$ cat src/hdl/amthc_pkg.sv
// Types and constants of the argmax and threshold hit counter.
package amthc_pkg;

    localparam int SCORE_WIDTH       = 16;
    localparam int COUNT_FIELD_WIDTH = 24;
    localparam int CLASS_WIDTH       = 2;
    localparam int HITS_WIDTH        = 4;
    localparam int CFG_INDEX_WIDTH   = 4;
    localparam int MAX_CLASSES       = 4;

    // Operation codes
    localparam logic [1:0] OP_CLASSIFY = 2'd0;
    localparam logic [1:0] OP_READ     = 2'd1;
    localparam logic [1:0] OP_CLEAR    = 2'd2;

    typedef logic signed [SCORE_WIDTH-1:0] score_t;
    typedef logic [COUNT_FIELD_WIDTH-1:0]  count_field_t;

    typedef struct packed {
        logic [1:0]             operation;
        logic [CLASS_WIDTH-1:0] label;
        logic [CLASS_WIDTH-1:0] read_class;
        score_t                 score_0;
        score_t                 score_1;
        score_t                 score_2;
        score_t                 score_3;
    } in_item_t;

    typedef struct packed {
        logic [CLASS_WIDTH-1:0] predicted_class;
        logic                   no_unique_max;
        logic [HITS_WIDTH-1:0]  threshold_hits;
        count_field_t           max_detect_count;
        count_field_t           max_true_count;
        count_field_t           thr_detect_count;
        count_field_t           thr_true_count;
    } out_item_t;

endpackage

$ cat src/hdl/argmax_and_threshold_hit_counter_unit.sv
// Argmax and threshold hit counter: classify, read and clear per-class counters.
// Path: an accepted item waits in the input register, then in the result register.
// One item per cycle if m_ready allows; compare, scan and counter update fit between items.
// Ready goes low only while both the input and result registers hold a stalled item.
// Reset (aresetn low, synchronous): thresholds and all counters go to zero, both stages empty.
// Configuration writes are always accepted (cfg_ready is tied high).
module argmax_and_threshold_hit_counter_unit #(
    parameter int CLASSES     = 4,
    parameter int COUNT_WIDTH = 24
) (
    input  logic                                  aclk,
    input  logic                                  aresetn,
    input  logic                                  s_valid,
    output logic                                  s_ready,
    input  amthc_pkg::in_item_t                   s_data,
    output logic                                  m_valid,
    input  logic                                  m_ready,
    output amthc_pkg::out_item_t                  m_data,
    input  logic                                  cfg_valid,
    output logic                                  cfg_ready,
    input  logic [amthc_pkg::CFG_INDEX_WIDTH-1:0] cfg_index,
    input  amthc_pkg::score_t                     cfg_data
);

    typedef logic [COUNT_WIDTH-1:0] count_t;

    logic                 in_valid_reg;
    amthc_pkg::in_item_t  in_data_reg;
    logic                 m_valid_reg;
    amthc_pkg::out_item_t m_data_reg;
    amthc_pkg::out_item_t m_data_next;

    amthc_pkg::score_t thr_reg [CLASSES];
    count_t            max_det_reg  [CLASSES];
    count_t            max_true_reg [CLASSES];
    count_t            thr_det_reg  [CLASSES];
    count_t            thr_true_reg [CLASSES];

    amthc_pkg::score_t                 score [amthc_pkg::MAX_CLASSES];
    amthc_pkg::score_t                 best;
    logic [amthc_pkg::CLASS_WIDTH-1:0] pick;
    logic                              tie;
    logic [CLASSES-1:0]                max_hit;
    logic [CLASSES-1:0]                thr_hit;
    logic                              advance;
    logic                              consume;
    logic                              is_classify;

    function automatic count_t sat_inc(input count_t v);
        return (v == '1) ? v : v + COUNT_WIDTH'(1);
    endfunction

    // Handshake: result register frees when empty or taken
    assign advance   = !m_valid_reg || m_ready;
    assign consume   = in_valid_reg && advance;
    assign s_ready   = !in_valid_reg || advance;
    assign m_valid   = m_valid_reg;
    assign m_data    = m_data_reg;
    assign cfg_ready = 1'b1;

    assign is_classify = (in_data_reg.operation == amthc_pkg::OP_CLASSIFY);

    // Hold the accepted item in the input register
    always_ff @(posedge aclk) begin
        if (!aresetn) begin
            in_valid_reg <= 1'b0;
        end else if (s_ready) begin
            in_valid_reg <= s_valid;
        end
    end

    always_ff @(posedge aclk) begin
        if (s_valid && s_ready) begin
            in_data_reg <= s_data;
        end
    end

    // Write thresholds; indexes past the class count are dropped
    always_ff @(posedge aclk) begin
        if (!aresetn) begin
            for (int c = 0; c < CLASSES; c++) begin
                thr_reg[c] <= '0;
            end
        end else if (cfg_valid) begin
            for (int c = 0; c < CLASSES; c++) begin
                if (cfg_index == amthc_pkg::CFG_INDEX_WIDTH'(c)) begin
                    thr_reg[c] <= cfg_data;
                end
            end
        end
    end

    // Scan scores in class order; equal to the running maximum marks a tie
    always_comb begin
        score[0] = in_data_reg.score_0;
        score[1] = in_data_reg.score_1;
        score[2] = in_data_reg.score_2;
        score[3] = in_data_reg.score_3;
        best     = score[0];
        pick     = '0;
        tie      = 1'b0;
        for (int c = 1; c < CLASSES; c++) begin
            if (score[c] > best) begin
                best = score[c];
                pick = amthc_pkg::CLASS_WIDTH'(c);
                tie  = 1'b0;
            end else if (score[c] == best) begin
                tie = 1'b1;
            end
        end
    end

    // Per-class hit flags
    always_comb begin
        for (int c = 0; c < CLASSES; c++) begin
            max_hit[c] = !tie && (pick == amthc_pkg::CLASS_WIDTH'(c));
            thr_hit[c] = score[c] > thr_reg[c];
        end
    end

    // Update or clear the saturating counters as the item leaves the input register
    always_ff @(posedge aclk) begin
        if (!aresetn) begin
            for (int c = 0; c < CLASSES; c++) begin
                max_det_reg[c]  <= '0;
                max_true_reg[c] <= '0;
                thr_det_reg[c]  <= '0;
                thr_true_reg[c] <= '0;
            end
        end else if (consume) begin
            if (in_data_reg.operation == amthc_pkg::OP_CLEAR) begin
                for (int c = 0; c < CLASSES; c++) begin
                    max_det_reg[c]  <= '0;
                    max_true_reg[c] <= '0;
                    thr_det_reg[c]  <= '0;
                    thr_true_reg[c] <= '0;
                end
            end else if (is_classify) begin
                for (int c = 0; c < CLASSES; c++) begin
                    if (max_hit[c]) begin
                        max_det_reg[c] <= sat_inc(max_det_reg[c]);
                        if (in_data_reg.label == amthc_pkg::CLASS_WIDTH'(c)) begin
                            max_true_reg[c] <= sat_inc(max_true_reg[c]);
                        end
                    end
                    if (thr_hit[c]) begin
                        thr_det_reg[c] <= sat_inc(thr_det_reg[c]);
                        if (in_data_reg.label == amthc_pkg::CLASS_WIDTH'(c)) begin
                            thr_true_reg[c] <= sat_inc(thr_true_reg[c]);
                        end
                    end
                end
            end
        end
    end

    // Build the result item; unused fields stay zero
    always_comb begin
        m_data_next = '0;
        unique case (in_data_reg.operation)
            amthc_pkg::OP_CLASSIFY: begin
                m_data_next.predicted_class = tie ? '0 : pick;
                m_data_next.no_unique_max   = tie;
                for (int c = 0; c < CLASSES; c++) begin
                    m_data_next.threshold_hits[c] = thr_hit[c];
                end
            end
            amthc_pkg::OP_READ: begin
                for (int c = 0; c < CLASSES; c++) begin
                    if (in_data_reg.read_class == amthc_pkg::CLASS_WIDTH'(c)) begin
                        m_data_next.max_detect_count =
                            amthc_pkg::COUNT_FIELD_WIDTH'(max_det_reg[c]);
                        m_data_next.max_true_count =
                            amthc_pkg::COUNT_FIELD_WIDTH'(max_true_reg[c]);
                        m_data_next.thr_detect_count =
                            amthc_pkg::COUNT_FIELD_WIDTH'(thr_det_reg[c]);
                        m_data_next.thr_true_count =
                            amthc_pkg::COUNT_FIELD_WIDTH'(thr_true_reg[c]);
                    end
                end
            end
            default: begin
                m_data_next = '0;
            end
        endcase
    end

    // Result register
    always_ff @(posedge aclk) begin
        if (!aresetn) begin
            m_valid_reg <= 1'b0;
        end else if (advance) begin
            m_valid_reg <= in_valid_reg;
        end
    end

    always_ff @(posedge aclk) begin
        if (consume) begin
            m_data_reg <= m_data_next;
        end
    end

endmodule

$ cat config.mk
export PLATFORM = sky130hd
export DESIGN_NAME = argmax_and_threshold_hit_counter_unit
export DESIGN_NICKNAME = d
export VERILOG_FILES = /design/src/hdl/amthc_pkg.sv /design/src/hdl/argmax_and_threshold_hit_counter_unit.sv
export SDC_FILE = /design/constraint.sdc
export NUM_CORES = 1
export LEC_CHECK = 0
export BUFFER_PORTS_ARGS = -buffer_cell sky130_fd_sc_hd__buf_4
export CAP_MARGIN = 30
export CORE_MARGIN = 1.5
export CORE_UTILIZATION = 62
export DETAILED_ROUTE_END_ITERATION = 8
export GPL_TIMING_DRIVEN = 0
export PLACE_DENSITY = 0.81
export SYNTH_ARGS = -nofsm -noshare
export SYNTH_HDL_FRONTEND = slang
export SYNTH_SLANG_ARGS = --single-unit
$ cat constraint.sdc
create_clock -name aclk -period 11.6 [get_ports aclk]
set_clock_uncertainty 0.2 [all_clocks]
set_input_delay 0 -clock aclk [delete_from_list [all_inputs] [get_ports aclk]]
set_output_delay 0 -clock aclk [all_outputs]
set_load 0.005 [all_outputs]
==> results.txt, run 1 <==
Status: finished clean
Final min period: 9.42 ns
DRC viols: 0
Initial antenna violation count: 2
CP arrival: 9.52 ns
Class of the worst hold path: input port to flop
# nets final: 3,664
Synthesis Warnings: 0
Mapped Cells: 2,983
Async SR Flop Fraction: 0%
Port Buffers: 199
Slowest cell on the critical path: o21ai_2
Largest register FFs: 103
Root buf cell: clkbuf_16
Sink Count: 623
Distinct cells, synth: 70
#FFs+latches synth: 623
DR vias/cell: 6.36
Total track usage: 33.4%
# Post-CTS Setup Buffers: 0
Final Hold Viols: 0
Syn Nets: 3,206
Post-synth top flop: edfxtp_1
Clock Path Buffers: 3
# setup viols final: 0
Final Max Slew Viols: 0
Synth Area per Inst: 11.3 sq um
Fin Setup TNS: 0 ns
Initial core utilization: 62.6%
Worst-margin pin slew: 1.14 ns
Area Growth Syn to Fin: 19.9%
First DRT Iteration DRCs: 3,488
Row cnt: 85
Final HPWL DP: 64,600 um
# H-tree levels: 3
Die Y-Extent: 236 um
PD cells: 134 mW/mm^2
Clk_lat worst skew: 0.61 ns
CP max FO: 18
CTS clk-pin slew, worst paths: 0.06 ns
Synth Cell Area: 0.0336 sq mm
Achievable Freq: 106 MHz
Gr ovfl total: 0
Die Span X: 236 um
Pre-antenna DRT Iters: 8
Leak pwr: 14.6 nW
Max_cap viols: 0
Critical path class: flop to flop
First-pass GRT wire length: 145,000 um
Mean routed wirelength per cell: 22.3 um
Post-synth EDFFs: 525
RSZ-0062 raised after global routing: false
Largest net degree at the start of global routing: 71
Core area: 0.0537 sq mm
Most frequent CP cell: ha_1
Period utilization: 81.2%
CTS tree: built
Die Area: 0.0556 sq mm
Startpoint types: flop
Max VDD drop: 0.141 mV
Antenna-violating nets left: 0
Io pins: 201
WL final: 93,700 um
Slew HR: 24.3%
Vias in the first global route: 26,392
CP endpoint kind: flop
DR vias: 26,652
# fillers: 3,224
GPL Wtd Cong: 0.947
Hold WS: 0.0619 ns
Sequential-to-total area share from yosys stat: 52.8%
Max incr delay on CP: 0.65 ns
Required @ worst endpoint: 11.70 ns
CTS buffer count: 67
Layout cells sized above 1: 13.6%
[layout make-up]
cell class	instances	area, sq um	share of cell area (%)
Antenna cell	4	10.0	0.0249
Multi-Input combinational cell	2123	15000	37.2
Timing Repair Buffer	389	3550	8.82
Tap cell	696	871	2.16
Clock buffer	98	1960	4.87
Clock inverter	23	240	0.597
Sequential cell	623	17700	44.0
Inverter	124	468	1.16
Buffer	113	463	1.15
[worst max-delay path: cells and delay by family (launching register included)]
| family | cells | cell delay [ns] |
|---|---|---|
| buffers and inverters | 5 | 1.71 |
| and+or+nand+nor | 7 | 1.63 |
| muxes | 1 | 0.33 |
| adders and majority gates | 3 | 0.98 |
| DFF | 1 | 0.44 |
| AOI/OAI and AO/OA | 11 | 3.79 |
[logic make-up (layout without fill, tap and decap cells)]
| kind of cell | after synthesis | in the layout | synth area share, % |
|---|---|---|---|
| xor+xnor | 291 | 291 | 7.59 |
| fa+ha+maj | 128 | 128 | 4.77 |
| compound gates | 285 | 285 | 5.30 |
| mux | 126 | 126 | 7.41 |
| flops | 623 | 623 | 52.8 |
| buf+inv | 237 | 747 | 2.76 |
| simple gates | 1292 | 1292 | 19.4 |
| other cells | 1 | 5 | 0.0112 |
[synthesized netlist by cell type (all sizes together), types with 96 or more instances]
library cell | instances | area (sq um)
nand4 | 101 | 659
inv | 124 | 465
edfxtp | 525 | 15800
dfxtp | 98 | 1960
xnor2 | 118 | 1030
xor2 | 173 | 1520
ha | 128 | 1600
nand3 | 154 | 771
nand2 | 179 | 672
nor2 | 423 | 1590
mux4 | 96 | 2160
nor2b | 110 | 688
a21oi | 101 | 513
[through the flow]
step	area (sq um)	total power, mW	utilization, %	std cells	setup WS (ns)
floorplan	33600	2.95	-	2983	3.08
global placement	36000	3.12	67.0	3878	0.815
detailed placement	36300	3.16	67.6	3892	2.41
CTS	40200	5.35	74.9	4186	2.37
global route	40300	5.52	75.0	4191	1.91
finish	40300	5.38	75.0	4193	2.18
[metal layers]
layer  global-route usage [%]  routed length (um)  share of wire [%]  up-vias
met5                        0                   0                  0        -
met4                     16.7                5210                5.6        0
met3                     5.86                8790                9.4      320
met2                     55.8               45300                 48     1620
met1                     42.1               34300                 37    12942
li1                         -                   -                  -    11770
[report_power, final]
part	switching [mW]	internal (mW)
logic	0.315	0.262
clock network	0.904	1.28
registers	0.0906	2.53
total	1.31	4.07
[path summary, 6_finish.rpt]
| check | slack (ns) | endpoint | from | cells past startpoint |
|---|---|---|---|---|
| min reg2reg | 0.33 | thr_det_reg[2][23] | thr_det_reg[2][23] | 2 |
| max reg2reg | 2.18 | max_true_reg[0][11] | in_data_reg[45] | 27 |
| min | 0.06 | thr_reg[2][10] | cfg_data[10] | 3 |
| max | 2.18 | max_true_reg[0][11] | in_data_reg[45] | 27 |
[layout by cell type, fill, tap and decap left out, drive strengths merged, types with 33 or more instances in the layout]
master / n
nand3: 154
mux4: 96
and3: 77
o21ai: 75
buf: 243
nor3: 33
a21oi: 101
inv: 126
nor2: 423
or3: 40
nand4: 101
xnor2: 118
edfxtp: 525
ha: 128
nand2: 179
dfxtp: 98
and2: 85
nor2b: 110
xor2: 173
clkbuf: 184
dlygate4sd3: 173
[what timing repair did]
item,in CTS,in global routing
resized for setup,0,0
hold buffers,173,0
hold endpoints to repair,186,0
Power figures use the tool's default switching activity.
==> run 2: changes to the inputs <==
--- a/config.mk
+++ b/config.mk
@@ -8,10 +8,10 @@
 export BUFFER_PORTS_ARGS = -buffer_cell sky130_fd_sc_hd__buf_4
 export CAP_MARGIN = 30
 export CORE_MARGIN = 1.5
-export CORE_UTILIZATION = 62
+export CORE_UTILIZATION = 56
 export DETAILED_ROUTE_END_ITERATION = 8
 export GPL_TIMING_DRIVEN = 0
-export PLACE_DENSITY = 0.81
+export PLACE_DENSITY = 0.77
 export SYNTH_ARGS = -nofsm -noshare
 export SYNTH_HDL_FRONTEND = slang
 export SYNTH_SLANG_ARGS = --single-unit
==> constraint.sdc (replaced) <==
create_clock -name aclk -period 7.7 [get_ports aclk]
set_clock_uncertainty 0.2 [all_clocks]
set_input_delay 0 -clock aclk [delete_from_list [all_inputs] [get_ports aclk]]
set_output_delay 0 -clock aclk [all_outputs]
set_load 0.005 [all_outputs]
==> run 2 against run 1 <==
Compared with the run above: the run now ends with design-rule violations left; highest routed layer is now met5; clock power is 49% higher; sequential cell count stayed put; critical path type unchanged; non-clock buffer count is 12 higher; first-iteration DRC count is 28% lower.
==> results.txt, run 2 (same netlist as run 1, synthesis figures left out) <==
Status: complete, but fails checks (was finished clean)
Failing checks: design-rule violations
Pre-antenna DRT Iters: 8 (unchanged)
Worst path top cell family by delay: compound AO/OA/AOI/OAI gates (unchanged)
Post-route cell area: 0.0407 sq mm (was 0.0403 sq mm)
Sink Count: 623 (unchanged)
WL final: 92,500 um (was 93,700 um)
CP endpoint kind: flop (unchanged)
Port Buffers: 199 (unchanged)
Clk_lat worst skew: 0.61 ns (about the same)
Critical path class: flop to flop (unchanged)
Most frequent cells in the layout: edfxtp_1 (525), nor2_1 (422), buf_4 (217) (was edfxtp_1 (525), nor2_1 (423), buf_4 (204))
CTS clk-pin slew, worst paths: 0.06 ns (about the same)
Leak pwr: 14.7 nW (was 14.6 nW)
DR vias/cell: 6.13 (was 6.36)
Slowest cell on the critical path: edfxtp_1 (was o21ai_2)
Worst-margin pin slew: 1.11 ns (was 1.14 ns)
Max VDD drop: 0.184 mV (was 0.141 mV)
# H-tree levels: 3 (unchanged)
Clock Path Buffers: 3 (unchanged)
RSZ-0062 raised after global routing: false (unchanged)
Commonest non-fill, non-tap cell in the layout: edfxtp_1 (unchanged)
Io pins: 201 (unchanged)
# setup viols final: 0 (unchanged)
Row cnt: 89 (was 85)
CP arrival: 7.63 ns (was 9.52 ns)
Reg area: 0.0177 sq mm (unchanged)
Antenna-violating nets left: 0 (unchanged)
Die Y-Extent: 248 um (was 236 um)
Largest register FFs: 103 (unchanged)
Die Span X: 248 um (was 236 um)
Layout cells sized above 1: 14.5% (was 13.6%)
Final min period: 7.53 ns (was 9.42 ns)
Final Max Slew Viols: 0 (unchanged)
Largest net degree at the start of global routing: 71 (unchanged)
Mean routed wirelength per cell: 21.6 um (was 22.3 um)
GPL Wtd Cong: 0.967 (was 0.947)
Worst Path Buf+Inv: 5 (unchanged)
DRC viols: 16 (was 0)
Required @ worst endpoint: 7.80 ns (was 11.70 ns)
Class of the worst hold path: input port to flop (unchanged)
Core area: 0.0591 sq mm (was 0.0537 sq mm)
Max incr delay on CP: 0.46 ns (was 0.65 ns)
PD cells: 199 mW/mm^2 (was 134 mW/mm^2)
First-pass GRT wire length: 143,000 um (was 145,000 um)
Final HPWL DP: 66,000 um (was 64,600 um)
CP max FO: 19 (was 18)
DR vias: 26,207 (was 26,652)
Max_cap viols: 0 (unchanged)
Gr ovfl total: 0 (unchanged)
Post-Place Setup Slack: -1.31 ns (was 2.41 ns)
Achievable Freq: 133 MHz (was 106 MHz)
Initial antenna violation count: 4 (was 2)
Area Growth Syn to Fin: 21.0% (was 19.9%)
# fillers: 4,084 (was 3,224)
Root buf cell: clkbuf_16 (unchanged)
Final Hold Viols: 0 (unchanged)
Final core utilization: 68.8% (was 75.0%)
# nets final: 3,678 (was 3,664)
Die Area: 0.0615 sq mm (was 0.0556 sq mm)
Post-route setup slack: 0.172 ns (was 2.18 ns)
Slew HR: 26.1% (was 24.3%)
CTS buffer count: 68 (was 67)
Placed inst area: 0.0364 sq mm (was 0.0363 sq mm)
Total track usage: 30.2% (was 33.4%)
First DRT Iteration DRCs: 2,516 (was 3,488)
Vias in the first global route: 25,941 (was 26,392)
Multi-input logic area: 0.0152 sq mm (was 0.0150 sq mm)
Startpoint types: flop (unchanged)
Period utilization: 97.8% (was 81.2%)
Initial core utilization: 56.8% (was 62.6%)
CTS tree: built (unchanged)
## run 2: metal layers
layer | GRT usage (%) | vias up | share of wire (%)
met1 | 38.3 | 12839 | 38
met4 | 14.2 | 2 | 4.6
li1 | - | 11815 | -
met3 | 5.13 | 250 | 8.2
met2 | 50.5 | 1301 | 49
met5 | 0 | - | 0.016
## run 2: metrics by stage
| stage | power [mW] | cells | hold WS (ns) | TNS, ns |
|---|---|---|---|---|
| finish | 8.10 | 4277 | 0.0595 | 0 |
| global route | 8.35 | 4275 | 0.0659 | 0 |
| CTS | 8.07 | 4267 | 0.0279 | 0 |
| detailed placement | 4.76 | 3970 | -0.0206 | -303.22 |
| global placement | 4.71 | 3955 | -0.0218 | -399.34 |
| floorplan | 4.45 | 2983 | -0.101 | 0 |
## run 2: path summary, 6_finish.rpt
kind                            slack [ns]  cells after the start            endpoint          startpoint
worst max-delay path                  0.17                     27  max_true_reg[0][4]     in_data_reg[37]
worst min-delay path                  0.06                      3      thr_reg[3][12]        cfg_data[12]
worst max register to register        0.17                     27  max_true_reg[0][4]     in_data_reg[37]
worst min register to register        0.32                      2  max_det_reg[2][22]  max_det_reg[2][22]
## run 2: worst register-to-register path: stages, from the launching register on
cell and delay [ns]:
edfxtp_1 0.46, ha_1 0.37, a21o_1 0.19, a21o_1 0.18, a21oi_1 0.26, o2111ai_2 0.17
o21ai_4 0.21, buf_4 0.25, mux2i_2 0.30, ha_1 0.29, a211oi_1 0.30, o21ai_0 0.20
a31o_2 0.32, o31ai_4 0.28, clkbuf_8 0.24, clkbuf_2 0.25, o21ai_0 0.11, o31ai_1 0.09
ha_1 0.30, a21oi_1 0.15, o21ai_0 0.16, a21oi_1 0.38, a311oi_4 0.20, buf_4 0.19
nor3_2 0.38, nand3_4 0.27, o21ai_4 0.31, buf_16 0.20
## run 2: layout make-up
| cell class | count | area share, % |
|---|---|---|
| Antenna cell | 2 | 0.0123 |
| Clock buffer | 93 | 4.83 |
| Inverter | 124 | 1.15 |
| Tap cell | 773 | 2.38 |
| Clock inverter | 24 | 0.585 |
| Multi-Input combinational cell | 2124 | 37.3 |
| Sequential cell | 623 | 43.6 |
| Buffer | 111 | 1.17 |
| Timing Repair Buffer | 403 | 8.97 |
## run 2: what timing repair did
| item | in CTS | in global routing |
|---|---|---|
| pin swaps | 5 | 3 |
| cloned | 0 | 1 |
| gates resized for setup | 20 | 22 |
| buffers inserted | 7 | 6 |
| hold endpoints to repair | 215 | 0 |
| hold buffers | 174 | 0 |
| setup endpoints to repair | 339 | 313 |
## run 2: power breakdown
| part | leakage [nW] | total, mW | switching [mW] | internal [mW] |
|---|---|---|---|---|
| clock network | 1.07 | 3.27 | 1.35 | 1.92 |
| logic | 7.55 | 0.890 | 0.481 | 0.409 |
| registers | 6.10 | 3.94 | 0.134 | 3.81 |
